==> src/design/tte_pkg.sv <==
// Shared constants and types of the tensor-train element evaluator.
// No dependencies; used by the core store, the MAC unit and the top level of the block.
package tte_pkg;

  localparam int DEF_MAX_DIMS  = 8;
  localparam int DEF_MODE_SIZE = 16;
  localparam int DEF_MAX_RANK  = 8;

  localparam int DATA_W = 32;
  localparam int FRAC_W = 16;

  // 1.0 in Q16.16, used to pass a core word unchanged through the multiplier.
  localparam logic signed [DATA_W-1:0] ONE_Q16 = DATA_W'(1) <<< FRAC_W;

  typedef enum logic [3:0] {
    ST_IDLE   = 4'b0001,
    ST_ISSUE  = 4'b0010,
    ST_DRAIN  = 4'b0100,
    ST_FINISH = 4'b1000
  } state_e;

  // Control that travels with one operand pair into the MAC unit.
  typedef struct packed {
    logic vld;
    logic col_end;
  } mac_ctrl_t;

  // One finished vector entry from the MAC unit.
  typedef struct packed {
    logic                     vld;
    logic                     sat;
    logic signed [DATA_W-1:0] value;
  } mac_res_t;

endpackage

==> src/design/tte_mac.sv <==
// Shared multiply-accumulate unit: Q16.16 product, floor, wide sum, clamp.
// Depends on tte_pkg for widths and the control and result structs.
module tte_mac
  import tte_pkg::*;
#(
  parameter int MAX_RANK = DEF_MAX_RANK
) (
  input  logic                     clk_i,
  input  logic                     rst_ni,
  input  mac_ctrl_t                ctrl_i,
  input  logic signed [DATA_W-1:0] vec_i,
  input  logic signed [DATA_W-1:0] word_i,
  output mac_res_t                 res_o
);

  localparam int PROD_W = 2 * DATA_W;
  localparam int TERM_W = PROD_W - FRAC_W;
  localparam int ACC_W  = TERM_W + $clog2(MAX_RANK + 1) + 1;

  logic signed [PROD_W-1:0] prod_q;
  mac_ctrl_t                ctrl_q;
  logic signed [ACC_W-1:0]  acc_q;
  logic signed [ACC_W-1:0]  acc_d;
  logic signed [TERM_W-1:0] term;
  logic signed [ACC_W-1:0]  sum;
  logic                     fits;

  always_ff @(posedge clk_i or negedge rst_ni) begin
    if (!rst_ni) begin
      ctrl_q <= '0;
    end else begin
      ctrl_q <= ctrl_i;
    end
  end

  always_ff @(posedge clk_i) begin
    if (ctrl_i.vld) begin
      prod_q <= vec_i * word_i;
    end
  end

  // Dropping the low fraction bits of a two's complement product floors it.
  assign term = prod_q[PROD_W-1:FRAC_W];
  assign sum  = acc_q + ACC_W'(term);
  assign fits = (sum[ACC_W-1:DATA_W-1] == '0) || (sum[ACC_W-1:DATA_W-1] == '1);

  always_comb begin
    acc_d = acc_q;
    if (ctrl_q.vld) begin
      acc_d = ctrl_q.col_end ? '0 : sum;
    end
  end

  always_ff @(posedge clk_i or negedge rst_ni) begin
    if (!rst_ni) begin
      acc_q <= '0;
    end else begin
      acc_q <= acc_d;
    end
  end

  always_comb begin
    res_o.vld = ctrl_q.vld && ctrl_q.col_end;
    res_o.sat = !fits;
    if (fits) begin
      res_o.value = sum[DATA_W-1:0];
    end else if (sum[ACC_W-1]) begin
      res_o.value = {1'b1, {(DATA_W-1){1'b0}}};
    end else begin
      res_o.value = {1'b0, {(DATA_W-1){1'b1}}};
    end
  end

endmodule

==> config.mk <==
export PLATFORM = sky130hd
export DESIGN_NAME = tte_mac
export DESIGN_NICKNAME = d
export VERILOG_FILES = /design/src/design/tte_pkg.sv /design/src/design/tte_mac.sv
export SDC_FILE = /design/constraint.sdc
export NUM_CORES = 2
export LEC_CHECK = 0
export ABC_CLOCK_PERIOD_IN_PS = 7580
export BUFFER_PORTS_ARGS = -buffer_cell sky130_fd_sc_hd__buf_2
export CAP_MARGIN = 40
export CORE_ASPECT_RATIO = 2
export CORE_MARGIN = 2
export CORE_UTILIZATION = 45
export CTS_CLUSTER_SIZE = 14
export DETAILED_ROUTE_END_ITERATION = 6
export PLACE_DENSITY = 0.65
export SYNTH_ARGS = -nofsm -noshare
export SYNTH_HDL_FRONTEND = slang
export SYNTH_SLANG_ARGS = --single-unit
export TNS_END_PERCENT = 1
==> constraint.sdc <==
create_clock -name clk_i -period 7.58 [get_ports clk_i]
set_input_delay 1.516 -clock clk_i [delete_from_list [all_inputs] [get_ports clk_i]]
set_output_delay 1.516 -clock clk_i [all_outputs]
set_load 0.02 [all_outputs]
==> results.md <==
* FF-to-FF path depth at 12
* # DRC at 21
* WL final at between 100000 and 150000 µm
* Worst hold path type: register to register
* Worst setup SP type: input pin
* Antenna violations before repair at 4
* Multiplexer share of the synthesized area at 0.00123
* Worst reg-to-reg setup slack at roughly 3.9 ns
* Worst EP required at 7.71 ns
* RePlAce Congestion at about 0.94
* Max Cap Viol at 0
* CTS sink count at around 100
* Status: complete, but fails checks
* XOR/XNOR Fraction of Synth Area at 0.0189
* RSZ-0062 raised after global routing: true
* Number of global-route vias before repair at 38200
* #FFs+latches synth at approximately 100
* Fill cells at 8572
* DIE AREA at 97500 µm²
* Drt initial violations at 1523
* Die width at 222 µm
* CP Max Fanout at 13
* Top FF cell, synth: dfrtp_1
* Worst EP arrival at 8.45 ns
* Endpoint class of the critical path: register
* Hold-fix buffers at CTS at 0
* GRT Total Usage at 0.284
* Synth Instances at 4502
* Die height at around 440 µm
* Simple-Gate Fraction of Synth Area at 0.159
* Largest family of logic cells by synthesized area: adder cells
* # rows at 159
* PortBufs at 101
* Crit. path cell count at 24
* Routed wl met2 at 71800 µm
* Top routing layer used: met4
* Max Freq at 120 MHz
* Boundary pin count at roughly 100
* Clk Latency, worst-skew pair at 0.37 ns
* Slew margin rel. at 0.362
* WP buf/inv at 5
* Clk buf depth at 2
* Worst Setup Path Type: input pin to register
* Worst-margin pin slew at 0.950 ns
* Synth Cell Area at roughly 43000 µm²
* Pin count of the biggest net entering global routing at 56
* Final Util at 0.523
* Failing checks: design-rule violations, negative setup slack
* Clk_skew at 0.0153 ns
* ANT nets after route at 0
* Post-synth cell types at 94
* Setup TNS at -16.07 ns
* Hold Vio Cnt, Final at 0
* Area delta synth->final at 14.9%
* Core area at 93900 µm²
* Setup ws final at -0.742 ns
* First-pass GRT wire length at between 200000 and 250000 µm
* CP peak stage delay at 0.68 ns
* CP delay by family, top: adder cells
* Nets at approximately 6200
* Ys Warns at 0
* Vias at 32700
* Initial Util at 0.455
* Clk pin slew, worst setup/hold paths at 0.09 ns
* Setup violators final at 40
* Layout cell share with drive strength beyond 1 at 0.159
* Async set-reset flop share out of synthesis at 0.534
* Slew Viols, Final at 0
* Post-synthesis adder-cell area fraction at 0.575
* Synth Area in Compound Gates at 0.0710
* CP max-delay cell: fa_1
* Root Driver: clkbuf_16
* DR WL met3 at 4690 µm
* Remaining global-route overflow at 0
* Fin crit period at 8.32 ns
* Reg-to-reg startpoint: prod_q[16]$_DFFE_PP_
* Cell repeated most along the worst path: fa_2
* CTS tree: yes
* Pre-CTS setup slack at -1.64 ns
* Reg2reg end: acc_q[52]$_DFFE_PN0P_
* Hold Startpoint: acc_q[22]$_DFFE_PN0P_
* Wire length per cell at between 20 and 25 µm
* CTS H-Tree Depth at 3
* Syn avg cell area at 9.49 µm²
* Fraction of the cycle the final worst path needs at 1.10
* Hold path endpoint: acc_q[22]$_DFFE_PN0P_
* Router iterations before antenna repair at 7
* Vias per Instance at 5.39
* Hold Path Depth at 1
* CP Cell Sequence: buf_4, buf_6, buf_12, nand2_1, fa_1, inv_1, fa_1, fa_1, fa_2, fa_2, fa_2, fa_2, fa_2, ha_1, a21o_1, a21o_1, a21o_1, nor3_2, o221ai_2, buf_6, a311oi_4, nor3b_4, a211oi_2, xnor2_1
* Share of the yosys chip area belonging to registers at 0.0660
* Post-synth EDFFs at 48
* Met1 wire length at 37900 µm
* Post-DP HPWL at 114000 µm
* Syn Nets at 5884
* Clock buffer count from CTS at 9
metrics by stage:
step / std cells / cell area, µm² / hold slack (ns)
6_report: 6073 / 49100 / 0.498
2_1_floorplan: 4502 / 42800 / 0.456
3_5_place_dp: 6026 / 47500 / 0.479
3_3_place_gp: 6024 / 47500 / 0.473
5_1_grt: 6072 / 49100 / 0.518
4_1_cts: 6067 / 48700 / 0.500
state kept, by name, summed over array words and instances, names as in the netlist:
signal and cells:
prod_q 48, acc_q 53, ctrl_q 2
area by class of cell:
class,count,area [µm²],area share
Clock buffer,9,225,0.00459
Timing Repair Buffer,578,4880,0.0995
Clock inverter,7,93.8,0.00191
Sequential cell,103,2820,0.0574
Tap cell,1207,1510,0.0308
Antenna cell,2,5.00,0.000102
Inverter,985,3700,0.0755
Multi-Input combinational cell,3182,35800,0.730
metal layers:
layer	vias up	global-route usage
met5	-	0
met2	1004	0.545
met4	0	0.296
li1	14200	-
met1	16900	0.243
met3	638	0.0345
Yosys cell counts, types with 4 or more instances:
master	instances	area [µm²]
fa_1	1082	21700
inv_1	984	3690
nand2_1	553	2080
and2_1	523	3270
ha_1	232	2900
clkbuf_1	213	800
a21oi_1	102	510
nor2_1	75	282
o21ai_0	70	350
a21o_1	61	458
xnor2_1	58	508
dfrtp_1	55	1380
edfxtp_1	48	1440
o2bb2ai_1	41	359
nor2b_1	37	231
xor2_1	34	298
nand4_1	22	138
nor3_1	21	105
nand3_1	19	95.1
nand2b_1	15	93.8
o21a_1	15	113
and3_1	14	87.6
o21bai_1	14	105
a31oi_1	13	81.3
o21ai_1	12	60.1
o211ai_1	11	82.6
a211oi_1	10	75.1
a21oi_2	7	61.3
or2_2	7	43.8
and4_1	6	52.6
buf_4	6	45.0
o22ai_1	6	37.5
or3_1	6	37.5
a211o_1	5	43.8
a22o_1	5	43.8
nor4_1	5	31.3
o21ai_2	5	43.8
o221ai_1	5	43.8
a22oi_1	4	30.0
nor3b_1	4	30.0
o31ai_1	4	30.0
o32ai_1	4	35.0
logic make-up after synthesis:
family	Yosys count
compound gates	443
buf+inv	1217
xor+xnor	92
mux	5
simple gates	1328
fa+ha+maj	1314
flops	103
worst max-delay path by stage:
stage / startpoint / endpoint
CTS: word_i[7] / prod_q[62]$_DFFE_PP_
floorplan: vec_i[31] / prod_q[63]$_DFFE_PP_
detailed placement: word_i[3] / prod_q[57]$_DFFE_PP_
finish: vec_i[17] / prod_q[62]$_DFFE_PP_
global placement: word_i[3] / prod_q[57]$_DFFE_PP_
global route: word_i[5] / prod_q[60]$_DFFE_PP_
worst register-to-register path, delay by kind of cell, from the launching register on:
kind | cells | cell delay [ns]
xor+xnor | 1 | 0.26
fa+ha+maj | 2 | 0.70
simple gates | 2 | 0.42
compound gates | 7 | 1.84
flops | 1 | 0.42
cells in the final DEF, fill, tap and decap left out, types with 56 or more instances in the layout:
master / count
a21o_1: 61
fa_1: 1026
fa_2: 56
o21ai_0: 60
nand2_1: 549
a21oi_1: 90
inv_1: 977
ha_1: 219
xnor2_1: 58
buf_4: 427
nor2_1: 71
and2_1: 515
repair_timing:
action / in CTS / in global routing
buffers inserted: 26 / 3
pin swaps: 59 / 53
gates cloned: 0 / 1
resized for setup: 189 / 85
endpoints found under the setup margin: 47 / 44
Power is left out: the tool's default activity adds up to more than one toggle a clock period on the data nets, which glitch-free logic cannot reach.
